<file path="config.mk">
export PLATFORM = sky130hd
export DESIGN_NAME = tbvr_queue
export DESIGN_NICKNAME = d
export VERILOG_FILES = /design/src/tbvr_pkg.sv /design/src/tbvr_queue.sv
export VERILOG_INCLUDE_DIRS = /design/src /design/src/src
export SDC_FILE = /design/constraint.sdc
export NUM_CORES = 1
export LEC_CHECK = 0
export BUFFER_PORTS_ARGS = -buffer_cell sky130_fd_sc_hd__buf_4
export CAP_MARGIN = 0
export CELL_PAD_IN_SITES_DETAIL_PLACEMENT = 0
export CELL_PAD_IN_SITES_GLOBAL_PLACEMENT = 1
export CORE_MARGIN = 4
export CORE_UTILIZATION = 41
export DETAILED_ROUTE_END_ITERATION = 8
export PLACE_DENSITY = 0.79
export SETUP_SLACK_MARGIN = 0.4
export SLEW_MARGIN = 20
export SYNTH_ARGS = -nofsm -noshare
export SYNTH_HDL_FRONTEND = slang
export SYNTH_SLANG_ARGS = --single-unit
</file>
<file path="constraint.sdc">
create_clock -name clk -period 15.95 [get_ports clk]
set_input_delay 0.7975 -clock clk [delete_from_list [all_inputs] [get_ports clk]]
set_output_delay 0.7975 -clock clk [all_outputs]
set_load 0.01 [all_outputs]
</file>
<file path="src/triangle_batch_vertex_remapper_core_macros.svh">
// ----------------------------------------------------------------------------
// Triangle batch vertex remapper assertion macros
// Shared concurrent assertion forms for the remapper modules. Each use needs
// clk and rst_n in scope.
// ----------------------------------------------------------------------------
`ifndef TRIANGLE_BATCH_VERTEX_REMAPPER_CORE_MACROS_SVH
`define TRIANGLE_BATCH_VERTEX_REMAPPER_CORE_MACROS_SVH

// Consequent must hold in the same cycle as the antecedent.
`define TBVR_ASSERT_SAME(label, ante, cons, msg) \
    label: assert property (@(posedge clk) disable iff (!rst_n) (ante) |-> (cons)) \
        else $error(msg);

// Consequent must hold in the cycle after the antecedent.
`define TBVR_ASSERT_NEXT(label, ante, cons, msg) \
    label: assert property (@(posedge clk) disable iff (!rst_n) (ante) |=> (cons)) \
        else $error(msg);

`endif

</file>
<file path="src/tbvr_pkg.sv">
// ----------------------------------------------------------------------------
// Triangle batch vertex remapper package
// Payload types, function and result codes, tag constants and the command
// that passes from the front end to the result sequencer.
// ----------------------------------------------------------------------------
package tbvr_pkg;

    // input function codes
    localparam logic [2:0] FUNC_BEGIN = 3'd0;
    localparam logic [2:0] FUNC_GROUP = 3'd1;
    localparam logic [2:0] FUNC_TRI   = 3'd2;
    localparam logic [2:0] FUNC_FLUSH = 3'd3;
    localparam logic [2:0] FUNC_END   = 3'd4;

    // result kinds
    localparam logic [1:0] KIND_TAG  = 2'd0;
    localparam logic [1:0] KIND_COPY = 2'd1;
    localparam logic [1:0] KIND_TRI  = 2'd2;

    // tag word fields
    localparam logic [31:0] TAG_GROUP      = 32'h8000_0000;
    localparam logic [31:0] TAG_INDEX      = 32'h2000_0000;
    localparam logic [31:0] TAG_END        = 32'hC000_0000;
    localparam logic [31:0] GROUP_MASK     = 32'h00FF_FFFF;

    // result slots of one command, emitted lowest first
    localparam int RES_TAG0  = 0;
    localparam int RES_TAG1  = 1;
    localparam int RES_COPY0 = 2;
    localparam int RES_TRI   = 5;
    localparam int RES_NUM   = 6;

    // command queue
    localparam int QUEUE_DEPTH = 2;
    localparam int QPTR_W      = $clog2(QUEUE_DEPTH);
    localparam int QCNT_W      = $clog2(QUEUE_DEPTH + 1);

    typedef struct packed {
        logic [2:0]  func;
        logic [23:0] group_index;
        logic [15:0] vertex_a;
        logic [15:0] vertex_b;
        logic [15:0] vertex_c;
    } tbvr_in_t;

    typedef struct packed {
        logic [1:0]  kind;
        logic [15:0] word_pos;
        logic [31:0] tag_word;
        logic [15:0] source_vertex;
        logic [15:0] target_vertex;
        logic [15:0] index_pos;
        logic [5:0]  local_a;
        logic [5:0]  local_b;
        logic [5:0]  local_c;
        logic        last;
    } tbvr_out_t;

    typedef struct packed {
        logic [RES_NUM-1:0] mask;
        logic [15:0]        word_pos;
        logic [31:0]        tag0;
        logic [31:0]        tag1;
        logic [2:0][15:0]   src;
        logic [2:0][15:0]   target;
        logic [15:0]        index_pos;
        logic [2:0][5:0]    slot;
    } tbvr_cmd_t;

endpackage

</file>
<file path="src/tbvr_queue.sv">
// ----------------------------------------------------------------------------
// Remapper command queue
// Short FIFO of commands between the front end and the result sequencer.
// ----------------------------------------------------------------------------
`include "triangle_batch_vertex_remapper_core_macros.svh"

module tbvr_queue (
    input  logic                   clk,
    input  logic                   rst_n,
    input  logic                   push,
    input  tbvr_pkg::tbvr_cmd_t    push_data,
    output logic                   full,
    input  logic                   pop,
    output tbvr_pkg::tbvr_cmd_t    pop_data,
    output logic                   empty
);

    tbvr_pkg::tbvr_cmd_t              mem_reg [tbvr_pkg::QUEUE_DEPTH];
    logic [tbvr_pkg::QPTR_W-1:0]      wr_reg, wr_next;
    logic [tbvr_pkg::QPTR_W-1:0]      rd_reg, rd_next;
    logic [tbvr_pkg::QCNT_W-1:0]      fill_reg, fill_next;

    always_comb
    begin
        wr_next   = wr_reg;
        rd_next   = rd_reg;
        fill_next = fill_reg;
        if (push)
        begin
            wr_next = (wr_reg == tbvr_pkg::QPTR_W'(tbvr_pkg::QUEUE_DEPTH - 1)) ?
                      '0 : wr_reg + 1'b1;
        end
        if (pop)
        begin
            rd_next = (rd_reg == tbvr_pkg::QPTR_W'(tbvr_pkg::QUEUE_DEPTH - 1)) ?
                      '0 : rd_reg + 1'b1;
        end
        case ({push, pop})
            2'b10:   fill_next = fill_reg + 1'b1;
            2'b01:   fill_next = fill_reg - 1'b1;
            default: fill_next = fill_reg;
        endcase
    end

    always_ff @(posedge clk or negedge rst_n)
    begin
        if (!rst_n)
        begin
            wr_reg   <= '0;
            rd_reg   <= '0;
            fill_reg <= '0;
        end
        else
        begin
            wr_reg   <= wr_next;
            rd_reg   <= rd_next;
            fill_reg <= fill_next;
        end
    end

    always_ff @(posedge clk)
    begin
        if (push)
        begin
            mem_reg[wr_reg] <= push_data;
        end
    end

    assign full     = fill_reg == tbvr_pkg::QCNT_W'(tbvr_pkg::QUEUE_DEPTH);
    assign empty    = fill_reg == '0;
    assign pop_data = mem_reg[rd_reg];

    `TBVR_ASSERT_SAME(a_no_push_when_full, push, !full, "command pushed into full queue")
    `TBVR_ASSERT_SAME(a_no_pop_when_empty, pop, !empty, "command popped from empty queue")

endmodule

</file>
==> reports/qor.yml, run 1 <==
place:
  hpwl_um: 23900
  placed_cells: 1627
  gp_congestion: 0.730
  port_buffers: 437
die:
  initial_utilization_pct: 41.8
  dieArea_um2: 43000
  die_x_um: 207
  coreArea_um2: 39000
  die_y_um: 207
  core.rowCount: 72
  boundaryPins: 438
synth:
  avgSynthCellArea_um2: 23.7
  yosys-top-cells-count: "edfxtp_1 (432), mux2_4 (130), mux2_2 (86)"
  synth_seq_cells: 436
  synth_cell_types: 13
  ys_seq_area_share_pct: 80.2
  synth-edff-count: 432
  yosysWarnings: 0
  synth_area_leader_cell: "edfxtp_1"
  synth.most_common_cell: "edfxtp_1"
  synth_top_area_share_pct: 79.6
  syn-cell-area_um2: 16300
  ys.flop_type: "edfxtp_1"
  async_reset_ff_share_pct: 0.917
  netlist_top_cells_area: "edfxtp_1 (80%), mux2_4 (12%), mux2_2 (5.9%), buf_6 (1.1%), dfrtp_1 (0.61%)"
  synth_fp_nets: 909
  syn_inst: 688
power_and_ir_drop:
  p_int_mw: 2.79
  combinationalPowerShare_pct: 32.0
  p_clk_share_pct: 26.4
  power_mw: 3.84
  p_seq_share_pct: 41.6
  switching_share_pct: 27.4
  power.switching_mw: 1.05
  power_leakage_nw: 8.44
  peakVddDrop_uv: 115
  p_per_area_nw_per_um2: 178
route:
  drt_wl_total_um: 34100
  via_per_inst: 4.67
  drc: 0
  drt_iter0_drc: 458
  wire_per_inst_um: 19.9
  firstDrtPassIters: 4
  route.vias.total: 8000
  ant_nets: 0
finish:
  layout.area.seq_um2: 13100
  largest_reg_flops: 432
  drive_above_1_share_pct: 61.7
  antenna_cells: 0
  fin_nets: 1379
  area_delta_synth_final_pct: 32.4
  num-fill-cells: 2972
  multi_input_area_um2: 3010
  fin_cells: 1712
sta:
  fmax_mhz: 218
  post-route-period-util_pct: 28.8
  rsz0062_at_grt: "false"
  relSlewSlack_pct: 29.1
  report.final.slew_viol_count: 0
  hold_viol: 0
  worst_slew_pin_slew_ns: 1.06
  fin_skew_ns: 0.00732
  tns_ns: 0
  finalSetupViolations: 0
  fin_crit_ns: 4.59
clocking:
  cts_sinks: 436
  clk-insertion-delay-late_ns: 0.55
  htreeDepth: 2
  tritoncts: "done"
  cts.clk_slew.worst_paths_ns: 0.06
  cts_buffer_depth: 3
  cts_buffers: 45
  post_cts_buffers: 0
  cts-root-buf: "clkbuf_16"
critical_path:
  critPathKind: "flop to output pin"
  slowest_delay_ns: 0.87
  required_ns: 15.15
  slowest_stage: "dfrtp_4"
  start_kind: "flop"
  rrSetupSlack_ns: 12.75
  worst_path_most_repeated_cell: "buf_4"
  r2r_start: "wr_reg"
  cp.arrival_ns: 3.80
  cp_cell_sequence: "buf_4 > buf_4 > mux2_2 > buf_4"
  critPathCaptureType: "output pin"
  crit_fanout: 54
  startpoint: "rd_reg"
grt:
  gr-usage-all-layers_pct: 15.2
  grt_pass1_wl_um: 50800
  grt_start_max_net_pins: 78
  grt_pass1_vias: 8349
  antenna_found_initial: 0
  overflow: 0
run_status:
  status: "finished, final reports clean"
min_path:
  hold_path_class: "input port to flop"
  worstHoldStart: "pop"
job:
  maxCapViolations: 0
-- worst max-delay path: cells and delay by family, from the launching register on --
family                 cells  cell delay (ns)
buffers and inverters      3             1.83
flip-flops                 1             0.87
multiplexers               1             0.41
-- routing by layer --
layer	routed length (um)	GRT usage, %	vias to the layer above
met1	13100	18.2	3951
met4	695	4.13	0
li1	-	-	3686
met5	0	0	-
met2	16900	25.2	323
met3	3380	6.63	40
-- layout by cell type, fill, tap and decap left out, types with 2 or more instances in the layout --
| cell | synthesis | final |
|---|---|---|
| clkinv_4 | 0 | 2 |
| clkinv_1 | 0 | 7 |
| clkbuf_16 | 0 | 47 |
| clkinv_2 | 0 | 14 |
| edfxtp_1 | 432 | 432 |
| clkbuf_1 | 0 | 4 |
| dfrtp_1 | 4 | 3 |
| inv_6 | 0 | 2 |
| bufinv_16 | 0 | 3 |
| buf_4 | 0 | 445 |
| mux2_4 | 130 | 130 |
| nor2_1 | 3 | 2 |
| xor2_1 | 3 | 3 |
| mux2_2 | 86 | 86 |
| clkbuf_8 | 0 | 3 |
| xnor2_1 | 2 | 2 |
-- cell type report --
cell class                 count  share of cell area, %
clock buffer                  54                   5.71
clock inverter                29                   1.06
inverter                       1                 0.0174
multi-input combinational    227                   14.0
sequential                   436                   60.6
tap                          518                   3.00
timing repair buffer         447                   15.7
-- path summary, 6_finish.rpt --
path,end,cells past startpoint
min in group asynchronous,rd_reg,2
max in group asynchronous,rd_reg,2
worst min register to register,fill_reg[1],1
worst max register to register,mem_reg[0][113],3
worst max-delay path,pop_data[16],4
worst min-delay path,rd_reg,2
-- per-stage QoR --
stage | setup WS [ns] | hold WS [ns] | cell area (um^2) | utilization, %
detailed placement | 11.93 | 0.509 | 20100 | 51.5
global placement | 11.99 | 0.481 | 20100 | 51.5
global route | 11.18 | 0.384 | 21600 | 55.3
CTS | 11.31 | 0.385 | 21600 | 55.2
finish | 11.36 | 0.422 | 21600 | 55.3
floorplan | 5.25 | 0.456 | 16300 | -
-- cell families after synthesis --
group / Yosys count / share of synthesized area, %
flops: 436 / 80.2
simple gates: 5 / 0.146
xor+xnor: 5 / 0.269
mux: 216 / 17.9
buf+inv: 25 / 1.37
fa+ha+maj: 1 / 0.0768
-- power by group through the flow --
stage	logic, mW	clock network [mW]	registers [mW]
2_1_floorplan	0.759	0	1.65
6_report	1.23	1.01	1.60
5_1_grt	1.31	1.10	1.62
4_1_cts	1.25	1.04	1.60
3_3_place_gp	1.24	0	1.62
3_5_place_dp	1.25	0	1.63
-- what timing repair did --
item / 4_1_cts / 5_1_grt
hold endpoints to repair: 4 / 0
endpoints found under the setup margin: 0 / 0
hold buffers: 1 / 0
resized for setup: 0 / 0
Power figures use the tool's default switching activity.
==> run 2: changes to the inputs <==
--- a/config.mk
+++ b/config.mk
@@ -6,14 +6,15 @@
 export SDC_FILE = /design/constraint.sdc
 export NUM_CORES = 1
 export LEC_CHECK = 0
+export ABC_AREA = 1
 export BUFFER_PORTS_ARGS = -buffer_cell sky130_fd_sc_hd__buf_4
 export CAP_MARGIN = 0
 export CELL_PAD_IN_SITES_DETAIL_PLACEMENT = 0
 export CELL_PAD_IN_SITES_GLOBAL_PLACEMENT = 1
 export CORE_MARGIN = 4
-export CORE_UTILIZATION = 41
+export CORE_UTILIZATION = 38
 export DETAILED_ROUTE_END_ITERATION = 8
-export PLACE_DENSITY = 0.79
+export PLACE_DENSITY = 0.81
 export SETUP_SLACK_MARGIN = 0.4
 export SLEW_MARGIN = 20
 export SYNTH_ARGS = -nofsm -noshare
==> constraint.sdc (replaced) <==
create_clock -name clk -period 3.87 [get_ports clk]
set_input_delay 0.1935 -clock clk [delete_from_list [all_inputs] [get_ports clk]]
set_output_delay 0.1935 -clock clk [all_outputs]
set_load 0.01 [all_outputs]
==> reports/qor.yml, run 2 <==
sta:
  finalSetupViolations: 0
  hold_viol: 0
  fin_crit_ns: 2.79
  fin_skew_ns: 0.0183
  post-route-period-util_pct: 72.1
  worst_slew_pin_slew_ns: 0.941
  tns_ns: 0
  setup_ws_ns: 1.08
  relSlewSlack_pct: 37.1
  rsz0062_at_grt: "false"
  fmax_mhz: 359
  report.final.slew_viol_count: 0
finish:
  multi_input_area_um2: 1980
  num-fill-cells: 3221
  final_common_cell: "buf_4"
  final_cell_mix: "buf_4 (447), edfxtp_1 (432), inv_1 (221), nand2_1 (220), dlygate4sd3_1 (220)"
  layout.area.seq_um2: 13100
  fin_nets: 2045
  largest_reg_flops: 432
  drive_above_1_share_pct: 27.8
  area_delta_synth_final_pct: 45.1
  stdcell_area_um2: 23600
run_status:
  status: "finished, final reports clean"
power_and_ir_drop:
  p_clk_share_pct: 25.5
  switching_share_pct: 31.8
  power.switching_mw: 5.07
  peakVddDrop_uv: 466
  p_int_mw: 10.9
  combinationalPowerShare_pct: 33.2
  power_leakage_nw: 9.90
  p_seq_share_pct: 41.3
  p_per_area_nw_per_um2: 674
die:
  initial_utilization_pct: 38.7
  coreArea_um2: 42100
  dieArea_um2: 46200
  core.rowCount: 75
  die_y_um: 215
  boundaryPins: 438
  die_x_um: 215
route:
  drc: 0
  via_per_inst: 4.54
  drt_wl_total_um: 40600
  route.vias.total: 10900
  firstDrtPassIters: 7
  wire_per_inst_um: 16.9
  ant_nets: 0
  drt_iter0_drc: 677
place:
  place_area_um2: 20000
  port_buffers: 437
  place_ws_ns: 1.63
  hpwl_um: 25800
  gp_congestion: 0.843
critical_path:
  start_kind: "flop"
  rr_worst_depth: 3
  slowest_delay_ns: 0.86
  required_ns: 3.68
  slowest_stage: "dfrtp_4"
  crit_fanout: 154
  cp_cell_sequence: "buf_12 > o21ai_0 > buf_4"
  critPathKind: "flop to output pin"
  cp.arrival_ns: 2.60
  critPathCaptureType: "output pin"
synth:
  avgSynthCellArea_um2: 14.1
  synth_top_area_share_pct: 79.6
  synth_seq_cells: 436
  synth_area_leader_cell: "edfxtp_1"
  ys.flop_type: "edfxtp_1"
  async_reset_ff_share_pct: 0.917
  synth-edff-count: 432
  synth_cell_types: 16
  synth_fp_nets: 1373
  syn-cell-area_um2: 16300
  ys_seq_area_share_pct: 80.3
  syn_inst: 1152
  yosys-top-cells-count: "edfxtp_1 (432), inv_1 (222), nand2_1 (221)"
  netlist_top_cells_area: "edfxtp_1 (80%), o21ai_0 (5.6%), inv_1 (5.1%), nand2_1 (5.1%), buf_6 (1.7%)"
  yosysWarnings: 0
  synth.most_common_cell: "edfxtp_1"
clocking:
  cts-root-buf: "clkbuf_16"
  tritoncts: "done"
  cts_buffers: 45
  clk-insertion-delay-late_ns: 0.55
  cts_sinks: 436
  cts_buffer_depth: 3
  post_cts_buffers: 0
  cts.clk_slew.worst_paths_ns: 0.06
  htreeDepth: 2
job:
  maxCapViolations: 0
grt:
  gr-usage-all-layers_pct: 17.0
  grt_start_max_net_pins: 155
  grt_pass1_wl_um: 62400
  grt_pass1_vias: 11400
  overflow: 0
  antenna_found_initial: 1
min_path:
  whs_path_depth: 2
  hold_path_class: "input port to flop"
run 2: cell count changes after synthesis, sizes merged, moves of 6 or more:
cell / previous run / this run
clkbuf: 0 / 6
mux2: 216 / 0
inv: 1 / 222
nand2: 0 / 221
buf: 24 / 42
o21ai: 0 / 216
run 2: path summary, 6_finish.rpt:
path                       slack, ns            from              end
min in group asynchronous       0.57           rst_n           wr_reg
hold / removal                  0.36  push_data[186]  mem_reg[1][186]
max in group asynchronous       3.06           rst_n           rd_reg
setup / recovery                1.08          rd_reg    pop_data[105]
hold reg to reg                 0.57     fill_reg[0]      fill_reg[0]
setup reg to reg                1.74          wr_reg   mem_reg[1][75]
run 2: cell families (layout without fill, tap and decap cells):
group	count (synthesis)	after routing	share of synthesized area [%]
compound gates	216	216	6.64
xor+xnor	3	3	0.161
fa+ha+maj	1	1	0.0768
buf+inv	270	975	7.64
flops	436	436	80.3
other cells	0	1	0
simple gates	226	226	5.23
run 2: final cells by class:
class	count	share of cell area, %
Antenna cell	1	0.0106
Clock buffer	59	5.25
Multi-Input combinational cell	446	8.38
Clock inverter	21	0.635
Sequential cell	436	55.3
Timing Repair Buffer	673	24.0
Tap cell	539	2.85
Inverter	222	3.54
run 2: power by group through the flow:
| stage | Combinational [mW] | Clock, mW | Sequential, mW |
|---|---|---|---|
| 2_1_floorplan | 2.67 | 0 | 6.63 |
| 3_3_place_gp | 5.09 | 0 | 6.64 |
| 3_5_place_dp | 5.13 | 0 | 6.67 |
| 4_1_cts | 5.34 | 4.19 | 6.58 |
| 5_1_grt | 5.77 | 4.40 | 6.66 |
| 6_report | 5.30 | 4.06 | 6.58 |
run 2: critical path: cells and delay by family, from the launching register on:
family | cells | cell delay, ns
buffers and inverters | 2 | 0.72
DFF | 1 | 0.86
AOI/OAI and AO/OA | 1 | 0.32
run 2: metal layers:
metal | vias to the layer above | part of all wire (%) | GRT usage (%)
met5 | - | 0 | 0
li1 | 5256 | - | -
met3 | 66 | 8.2 | 5.30
met1 | 5142 | 38 | 19.4
met2 | 414 | 51 | 30.3
met4 | 0 | 2.5 | 5.84
run 2: timing repair:
action                    CTS  global route
resized for setup           0             0
hold endpoints to repair  439             0
hold buffers              220             0
run 2: stage by stage:
stage                     hold slack, ns  utilization (%)  power (mW)  instances
after global routing               0.334             56.1        16.8       2397
after detailed placement        -0.00382             47.6        11.8       2096
after global placement          -0.00580             47.6        11.7       2096
after floorplan                   -0.102                -        9.30       1152
after CTS                          0.312             56.1        16.1       2396
final                              0.365             56.1        15.9       2397
