**config.mk**
```make
export PLATFORM = sky130hd
export DESIGN_NAME = tbvr_back
export DESIGN_NICKNAME = d
export VERILOG_FILES = /design/src/tbvr_pkg.sv /design/src/tbvr_back.sv
export VERILOG_INCLUDE_DIRS = /design/src /design/src/src
export SDC_FILE = /design/constraint.sdc
export NUM_CORES = 1
export LEC_CHECK = 0
export BUFFER_PORTS_ARGS = -buffer_cell sky130_fd_sc_hd__buf_4
export CAP_MARGIN = 30
export CORE_UTILIZATION = 55
export DETAILED_ROUTE_END_ITERATION = 10
export PLACE_DENSITY = 0.84
export SLEW_MARGIN = 20
export SYNTH_ARGS = -nofsm -noshare
export SYNTH_HDL_FRONTEND = slang
export SYNTH_SLANG_ARGS = --single-unit
```
**constraint.sdc**
```tcl
create_clock -name clk -period 36.5 [get_ports clk]
set_input_delay 3.65 -clock clk [delete_from_list [all_inputs] [get_ports clk]]
set_output_delay 3.65 -clock clk [all_outputs]
set_load 0.005 [all_outputs]
```
**src/triangle_batch_vertex_remapper_core_macros.svh**
```systemverilog
// ----------------------------------------------------------------------------
// Triangle batch vertex remapper assertion macros
// Shared concurrent assertion forms for the remapper modules. Each use needs
// clk and rst_n in scope.
// ----------------------------------------------------------------------------
`ifndef TRIANGLE_BATCH_VERTEX_REMAPPER_CORE_MACROS_SVH
`define TRIANGLE_BATCH_VERTEX_REMAPPER_CORE_MACROS_SVH

// Consequent must hold in the same cycle as the antecedent.
`define TBVR_ASSERT_SAME(label, ante, cons, msg) \
    label: assert property (@(posedge clk) disable iff (!rst_n) (ante) |-> (cons)) \
        else $error(msg);

// Consequent must hold in the cycle after the antecedent.
`define TBVR_ASSERT_NEXT(label, ante, cons, msg) \
    label: assert property (@(posedge clk) disable iff (!rst_n) (ante) |=> (cons)) \
        else $error(msg);

`endif

```
**src/tbvr_pkg.sv**
```systemverilog
// ----------------------------------------------------------------------------
// Triangle batch vertex remapper package
// Payload types, function and result codes, tag constants and the command
// that passes from the front end to the result sequencer.
// ----------------------------------------------------------------------------
package tbvr_pkg;

    // input function codes
    localparam logic [2:0] FUNC_BEGIN = 3'd0;
    localparam logic [2:0] FUNC_GROUP = 3'd1;
    localparam logic [2:0] FUNC_TRI   = 3'd2;
    localparam logic [2:0] FUNC_FLUSH = 3'd3;
    localparam logic [2:0] FUNC_END   = 3'd4;

    // result kinds
    localparam logic [1:0] KIND_TAG  = 2'd0;
    localparam logic [1:0] KIND_COPY = 2'd1;
    localparam logic [1:0] KIND_TRI  = 2'd2;

    // tag word fields
    localparam logic [31:0] TAG_GROUP      = 32'h8000_0000;
    localparam logic [31:0] TAG_INDEX      = 32'h2000_0000;
    localparam logic [31:0] TAG_END        = 32'hC000_0000;
    localparam logic [31:0] GROUP_MASK     = 32'h00FF_FFFF;

    // result slots of one command, emitted lowest first
    localparam int RES_TAG0  = 0;
    localparam int RES_TAG1  = 1;
    localparam int RES_COPY0 = 2;
    localparam int RES_TRI   = 5;
    localparam int RES_NUM   = 6;

    // command queue
    localparam int QUEUE_DEPTH = 2;
    localparam int QPTR_W      = $clog2(QUEUE_DEPTH);
    localparam int QCNT_W      = $clog2(QUEUE_DEPTH + 1);

    typedef struct packed {
        logic [2:0]  func;
        logic [23:0] group_index;
        logic [15:0] vertex_a;
        logic [15:0] vertex_b;
        logic [15:0] vertex_c;
    } tbvr_in_t;

    typedef struct packed {
        logic [1:0]  kind;
        logic [15:0] word_pos;
        logic [31:0] tag_word;
        logic [15:0] source_vertex;
        logic [15:0] target_vertex;
        logic [15:0] index_pos;
        logic [5:0]  local_a;
        logic [5:0]  local_b;
        logic [5:0]  local_c;
        logic        last;
    } tbvr_out_t;

    typedef struct packed {
        logic [RES_NUM-1:0] mask;
        logic [15:0]        word_pos;
        logic [31:0]        tag0;
        logic [31:0]        tag1;
        logic [2:0][15:0]   src;
        logic [2:0][15:0]   target;
        logic [15:0]        index_pos;
        logic [2:0][5:0]    slot;
    } tbvr_cmd_t;

endpackage

```
**src/tbvr_back.sv**
```systemverilog
// ----------------------------------------------------------------------------
// Remapper result sequencer
// Pops commands and emits their results one per cycle while the receiver is ready,
// through an output register, lowest result slot first, marking the last one.
// ----------------------------------------------------------------------------
`include "triangle_batch_vertex_remapper_core_macros.svh"

module tbvr_back (
    input  logic                   clk,
    input  logic                   rst_n,
    input  tbvr_pkg::tbvr_cmd_t    head,
    input  logic                   empty,
    output logic                   pop,
    output logic                   rsp_valid,
    input  logic                   rsp_ready,
    output tbvr_pkg::tbvr_out_t    rsp
);

    tbvr_pkg::tbvr_cmd_t              cmd_reg, cmd_next;
    logic [tbvr_pkg::RES_NUM-1:0]     pend_reg, pend_next;
    tbvr_pkg::tbvr_out_t              out_reg, out_next;
    logic                             out_valid_reg, out_valid_next;

    logic [tbvr_pkg::RES_NUM-1:0]     low;
    logic [tbvr_pkg::RES_NUM-1:0]     rest;
    logic [tbvr_pkg::RES_NUM-1:0]     pend_after;
    logic                             can_emit;
    tbvr_pkg::tbvr_out_t              res;

    assign low        = pend_reg & (~pend_reg + 1'b1);
    assign rest       = pend_reg & ~low;
    assign can_emit   = (pend_reg != '0) && (!out_valid_reg || rsp_ready);
    assign pend_after = can_emit ? rest : pend_reg;
    assign pop        = (pend_after == '0) && !empty;

    // build the result for the lowest pending slot
    always_comb
    begin
        res          = '0;
        res.word_pos = cmd_reg.word_pos;
        res.last     = rest == '0;
        if (low[tbvr_pkg::RES_TAG0])
        begin
            res.kind     = tbvr_pkg::KIND_TAG;
            res.tag_word = cmd_reg.tag0;
        end
        else if (low[tbvr_pkg::RES_TAG1])
        begin
            res.kind     = tbvr_pkg::KIND_TAG;
            res.word_pos = cmd_reg.word_pos + 16'd1;
            res.tag_word = cmd_reg.tag1;
        end
        else if (low[tbvr_pkg::RES_TRI])
        begin
            res.word_pos  = '0;
            res.kind      = tbvr_pkg::KIND_TRI;
            res.index_pos = cmd_reg.index_pos;
            res.local_a   = cmd_reg.slot[0];
            res.local_b   = cmd_reg.slot[1];
            res.local_c   = cmd_reg.slot[2];
        end
        else
        begin
            res.word_pos = '0;
            res.kind     = tbvr_pkg::KIND_COPY;
            for (int k = 0; k < 3; k++)
            begin
                if (low[tbvr_pkg::RES_COPY0 + k])
                begin
                    res.source_vertex = cmd_reg.src[k];
                    res.target_vertex = cmd_reg.target[k];
                end
            end
        end
    end

    always_comb
    begin
        cmd_next       = pop ? head : cmd_reg;
        pend_next      = pop ? head.mask : pend_after;
        out_next       = can_emit ? res : out_reg;
        out_valid_next = out_valid_reg;
        if (can_emit)
        begin
            out_valid_next = 1'b1;
        end
        else if (rsp_ready)
        begin
            out_valid_next = 1'b0;
        end
    end

    always_ff @(posedge clk or negedge rst_n)
    begin
        if (!rst_n)
        begin
            pend_reg      <= '0;
            out_valid_reg <= 1'b0;
        end
        else
        begin
            pend_reg      <= pend_next;
            out_valid_reg <= out_valid_next;
        end
    end

    always_ff @(posedge clk)
    begin
        cmd_reg <= cmd_next;
        out_reg <= out_next;
    end

    assign rsp_valid = out_valid_reg;
    assign rsp       = out_reg;

    `TBVR_ASSERT_NEXT(a_loaded_cmd_has_work, pop, pend_reg != '0,
                      "command without results taken from queue")

endmodule

```
==> flow_summary.ini, run 1 <==
[outcome]
status = completed

[worst_setup_path]
arrival_ns = 4.97
required_ns = 32.85
rrSetupSlack_ns = 32.72
crit_path_start_kind = input pin
crit_type = in2out
reg2reg_depth = 8
crit_fanout = 7
endpoint_kind = primary output

[yosys]
synth_nets = 833
synth_top_area_cell = edfxtp_1
ys_ff_latch = 334
yosysWarnings = 0
synth_edf_count = 327
synthesis.instances = 612
yosysTopAreaCellShare = 0.828
ys_async_sr_fraction = 0.0210
yosysSeqAreaShare = 0.843
synth.top_cells.by_area = edfxtp_1 83%, a22o_1 2.7%, a222oi_1 2.7%, and2_1 2.0%, dfrtp_1 1.5%
syn_area_um2 = 11900
avgSynthCellArea_um2 = 19.4
synth_ff_type = edfxtp_1
yosysUniqueCellTypes = 47

[timing]
finalCritPeriodShare = 0.236
hold_viol_final = 0
fin_crit_ns = 8.62
fin_skew_ns = 0.0122
maxSlewViolCount = 0
rsz0062_at_grt = no
tightest_slew_ns = 0.936
setup_tns_ns = 0
relSlewSlack = 0.374
setup_viol = 0
fmaxAchievable_mhz = 116

[drt]
vias = 7000
post_drt_wl_per_cell_um = 21.2
drt-vias-per-instance = 5.55
drtIter0Drc = 479
drc = 0
dr.pass1.iters = 9
drt-total-wl_um = 26700
antenna_left = 0

[floorplan]
initial_utilization = 0.562
num_io_pins = 339
chipHeight_um = 149
core_area_um2 = 21100
dieArea_um2 = 22100
rows = 53
die_w_um = 149

[job]
cap_violations = 0

[cells_and_area]
drive_gt1_frac = 0.413
area_growth_pct = 33.3
fillers = 1177
nets = 1188
diodes = 0
final_util = 0.749
largest_register_ff_count = 210

[grt]
grt_busiest_layer = met2
met2_usage = 0.422
gr-usage-met1 = 0.274
grt_pass1_vias = 7084
grt_use_total = 0.237
grtUsageMet3 = 0.0685
grt_max_degree = 87
antenna_found_initial = 0
grt_pass1_wl_um = 38700
grt_overflow = 0

[place]
globalplace.congestion = 0.857
place_hpwl_um = 17700
io_buffers = 338

[clock_network]
cts_made_buffers = 34
clk_pin_slew_ns = 0.06
cts_hold_buf = 0
cts_sinks = 334
cts_root_buffer = clkbuf_16
cts_tree = yes
ctsHtreeMaxLevel = 2
post_cts_buffers = 0
cts_resized = 0
clockBufferDepth = 3
clock_latency_ns = 0.49

[min_path]
holdPathStages = 1
hp-class = reg2reg

[power_and_ir_drop]
p_per_area_nw_per_um2 = 86.6
leakage_nw = 6.26
vdd_drop_max_uv = 55.2
==> cells in the mapped netlist, drive strengths merged, types with 4 or more instances <==
cell type and instances:
mux2 4, nor3 4, nor2 12, edfxtp 327, o41ai 5, o21ai 5
or4 4, a21oi 7, buf 15, clkbuf 16, nand2 14, nand3 6
a222oi 32, dfrtp 7, and2 37, inv 39, a22o 37
==> cell families (layout without fill, tap and decap cells) <==
logic type | count (synthesis) | count (layout) | share of synthesized area
flops | 334 | 334 | 0.843
compound gates | 101 | 101 | 0.0743
simple gates | 96 | 96 | 0.0477
buf+inv | 70 | 444 | 0.0254
xor+xnor | 4 | 4 | 0.00296
mux | 4 | 4 | 0.00380
fa+ha+maj | 3 | 3 | 0.00274
==> final cells by class <==
type,instances,area [um2],area share
sequential,334,10000,0.632
timing repair buffer,350,2690,0.170
multi-input combinational,208,1590,0.101
clock buffer,40,895,0.0566
tap,275,344,0.0218
clock inverter,15,146,0.00926
inverter,39,146,0.00926
==> critical path, cell delays in order <==
cell	delay, ns
buf_4	0.12
nor2b_1	0.46
a211oi_1	0.17
nor2_1	0.31
nor3_2	0.11
buf_4	0.15
==> worst paths after layout <==
path	from	to
max reg2reg	pend_reg[0]$_DFF_PN0_	cmd_reg[104]$_DFFE_PP_
min reg2reg	cmd_reg[27]$_DFFE_PP_	rsp[28]$_SDFFCE_PP0P_
min	cmd_reg[27]$_DFFE_PP_	rsp[28]$_SDFFCE_PP0P_
min in group asynchronous	rst_n	pend_reg[4]$_DFF_PN0_
max in group asynchronous	rst_n	pend_reg[0]$_DFF_PN0_
max	rsp_ready	pop
==> where the power goes <==
part | leakage, nW | switching [mW] | total, mW | internal, mW
Combinational | 2.54 | 0.200 | 0.362 | 0.162
Sequential | 3.21 | 0.0585 | 0.680 | 0.622
Clock | 0.505 | 0.132 | 0.327 | 0.195
==> routing by layer <==
layer	vias up	part of all wire
li1	3154	-
met1	3370	0.35
met2	422	0.52
met3	54	0.11
met4	0	0.027
met5	-	0
==> stage by stage <==
step / cells / area, um2 / power (mW) / hold WS, ns / setup slack (ns)
4_1_cts: 1259 / 15700 / 1.37 / 0.521 / 27.88
3_5_place_dp: 1204 / 14700 / 1.04 / 0.502 / 27.89
3_3_place_gp: 1202 / 14700 / 1.02 / 0.500 / 27.93
6_report: 1261 / 15800 / 1.37 / 0.518 / 27.88
2_1_floorplan: 612 / 11900 / 0.907 / 0.497 / 14.25
5_1_grt: 1261 / 15800 / 1.43 / 0.539 / 27.72
==> cells in the final DEF, fill, tap and decap left out, types with 2 or more instances in the layout <==
cell type and count:
buf_4 346, edfxtp_1 327, inv_1 39, a22o_1 37, and2_1 37, clkbuf_16 35
a222oi_1 32, nand2_1 14, nor2_1 11, clkinv_1 8, nand3_1 6, a21oi_1 6
dfrtp_1 6, o21ai_0 5, clkbuf_1 5, mux2_2 4, o41ai_1 4, or3_1 3
o31ai_1 3, or4_1 3, nand4_1 3, xor2_1 3, nor3_1 3, bufinv_16 3
and3_1 2, and4_1 2, a21o_1 2, nor2b_1 2, a2111oi_0 2, o2111ai_1 2
maj3_1 2, clkinv_2 2, buf_16 2
No activity file was read; power rests on OpenSTA's default activity.
==> run 2: changes to the inputs <==
--- a/config.mk
+++ b/config.mk
@@ -6,11 +6,12 @@
 export SDC_FILE = /design/constraint.sdc
 export NUM_CORES = 1
 export LEC_CHECK = 0
+export ABC_AREA = 1
 export BUFFER_PORTS_ARGS = -buffer_cell sky130_fd_sc_hd__buf_4
 export CAP_MARGIN = 30
-export CORE_UTILIZATION = 55
+export CORE_UTILIZATION = 52
 export DETAILED_ROUTE_END_ITERATION = 10
-export PLACE_DENSITY = 0.84
+export PLACE_DENSITY = 0.8
 export SLEW_MARGIN = 20
 export SYNTH_ARGS = -nofsm -noshare
 export SYNTH_HDL_FRONTEND = slang
==> constraint.sdc (replaced) <==
create_clock -name clk -period 8.91 [get_ports clk]
set_input_delay 0.891 -clock clk [delete_from_list [all_inputs] [get_ports clk]]
set_output_delay 0.891 -clock clk [all_outputs]
set_load 0.005 [all_outputs]
==> run 2 against run 1 <==
Compared with the run above: synthesized cell count up 19%; power rose to 4.0 times the previous value; highest routed layer is now met5; combinational power rose to 3.8 times the previous value; register-to-register slack worse by 28 ns; critical endpoint unchanged; final area up 0.71%; largest cell class unchanged; first-iteration DRC count down 14%; critical path depth unchanged; sequential power rose to 4.0 times the previous value; global-route usage down 1.7 points.
==> flow_summary.ini, run 2 <==
[clock_network]
cts_sinks = 334
cts_hold_buf = 0
cts_tree = yes
clk_pin_slew_ns = 0.06
clock_latency_ns = 0.50
post_cts_buffers = 0
clockBufferDepth = 3
cts_made_buffers = 35
cts_resized = 0
ctsHtreeMaxLevel = 2
cts_root_buffer = clkbuf_16

[drt]
antenna_left = 0
post_drt_wl_per_cell_um = 18.7
drc = 0
vias = 7284
drt-vias-per-instance = 5.22
drt-total-wl_um = 26100
drtIter0Drc = 412
dr.pass1.iters = 8

[floorplan]
dieArea_um2 = 23700
rows = 55
chipHeight_um = 154
num_io_pins = 339
initial_utilization = 0.530
die_w_um = 154
core_area_um2 = 22600

[yosys]
avgSynthCellArea_um2 = 16.4
ys_async_sr_fraction = 0.0210
synth.top_cells.by_area = edfxtp_1 82%, nand3_1 4.4%, a22o_1 2.4%, nand2_1 2.1%, inv_1 1.8%
synth_edf_count = 327
synth_most_common_cell = edfxtp_1
synth_top_area_cell = edfxtp_1
yosysSeqAreaShare = 0.833
synth_nets = 951
yosysUniqueCellTypes = 34
synthesis.instances = 730
syn_area_um2 = 12000
yosysTopAreaCellShare = 0.818
ys_top_cells_by_count = 327 x edfxtp_1, 105 x nand3_1, 67 x nand2_1
synth_ff_type = edfxtp_1
ys_ff_latch = 334
yosysWarnings = 0

[timing]
setup_tns_ns = 0
finalCritPeriodShare = 0.457
hold_viol_final = 0
fin_crit_ns = 4.07
fin_skew_ns = 0.0184
rsz0062_at_grt = no
setup_viol = 0
fmaxAchievable_mhz = 245
maxSlewViolCount = 0
relSlewSlack = 0.305
tightest_slew_ns = 1.04

[power_and_ir_drop]
leakage_nw = 6.43
power.total_mw = 5.49
vdd_drop_max_uv = 254
p_per_area_nw_per_um2 = 345

[worst_setup_path]
critical-path-slowest-cell = and3_4
slowest_delay_ns = 0.68
cp.depth = 6
critPathTopFamily = simple AND/OR/NAND/NOR gates
required_ns = 8.02
crit_path_start_kind = register
endpoint_kind = primary output
path_buf_inv = 3
path_cells = nor2_4, buf_16, inv_2, o21ai_1, and3_4, buf_4
reg2reg_depth = 6
crit_fanout = 47
arrival_ns = 3.18
cp-startpoint = pend_reg[1]$_DFF_PN0_
crit_type = reg2out
r2r_start = pend_reg[1]$_DFF_PN0_

[grt]
antenna_found_initial = 6
met2_usage = 0.374
grt_busiest_layer = met2
grt_overflow = 0
grt_max_degree = 166
gr-usage-met1 = 0.253
grt_use_total = 0.221
grt_pass1_vias = 7273
grt_pass1_wl_um = 39200
grtUsageMet3 = 0.0744

[cells_and_area]
area_growth_pct = 32.6
largest_register_ff_count = 210
final_util = 0.703
final_common_cell = buf_4
ff_latch_area_um2 = 9990
final_cell_mix = 344 x buf_4, 327 x edfxtp_1, 105 x nand3_1
nets = 1305
fillers = 1462
multi_input_area_um2 = 1630
drive_gt1_frac = 0.369

[min_path]
hp-class = in2async

[outcome]
status = completed

[place]
place_hpwl_um = 17400
io_buffers = 338
globalplace.congestion = 0.887

[job]
cap_violations = 0
## run 2: cell count changes after synthesis, moves of 4 or more
cell	delta
mux2_2	-4
nor2_1	+38
a22o_1	-4
and2_1	-37
nand3_1	+99
o21ai_0	+6
clkbuf_1	-7
a222oi_1	-32
nand2_1	+53
nand4_1	+5
inv_1	+18
o41ai_1	-4
## run 2: cells by family (layout without fill, tap and decap cells)
group	Yosys count	after routing	synth area share
other	0	4	0
and+or+nand+nor	247	247	0.0965
adders and majority gates	1	1	0.00104
xor gates and xnor gates	3	3	0.00219
AOI/OAI and AO/OA	57	57	0.0350
DFF	334	334	0.833
buffers and inverters	88	464	0.0323
## run 2: layer usage
layer,wire length (um),share of wire
met5,31,0.0012
met4,951,0.036
met3,2440,0.093
met2,13300,0.51
met1,9420,0.36
## run 2: final timing paths
check / to / slack (ns)
min in group clk: rsp[42]$_SDFFCE_PP0P_ / 0.51
min: rsp_valid$_DFFE_PN0P_ / 0.19
max: pop / 4.84
max reg2reg: cmd_reg[30]$_DFFE_PP_ / 5.19
max in group asynchronous: pend_reg[5]$_DFF_PN0_ / 8.58
min reg2reg: rsp[42]$_SDFFCE_PP0P_ / 0.51
## run 2: final cells by class
class | count | share of cell area
Antenna cell | 4 | 0.000629
Clock buffer | 46 | 0.0603
Clock inverter | 13 | 0.00715
Inverter | 59 | 0.0141
Multi-Input combinational cell | 308 | 0.102
Sequential cell | 334 | 0.628
Tap cell | 285 | 0.0224
Timing Repair Buffer | 346 | 0.165
## run 2: report_power, final
part           switching, mW  internal, mW  leakage [nW]
Combinational          0.843         0.547          2.67
Sequential             0.184          2.55          3.23
Clock                  0.553         0.813         0.529
Total                   1.58          3.92          6.43
## run 2: stage by stage
stage	instance area (um2)	cells	setup WS [ns]	hold slack, ns
after global routing	15900	1393	4.61	0.175
after global placement	14800	1331	5.09	0.503
after detailed placement	14800	1332	5.29	0.513
after CTS	15900	1391	4.81	0.174
final	15900	1395	4.84	0.190
after floorplan	12000	730	1.65	0.498
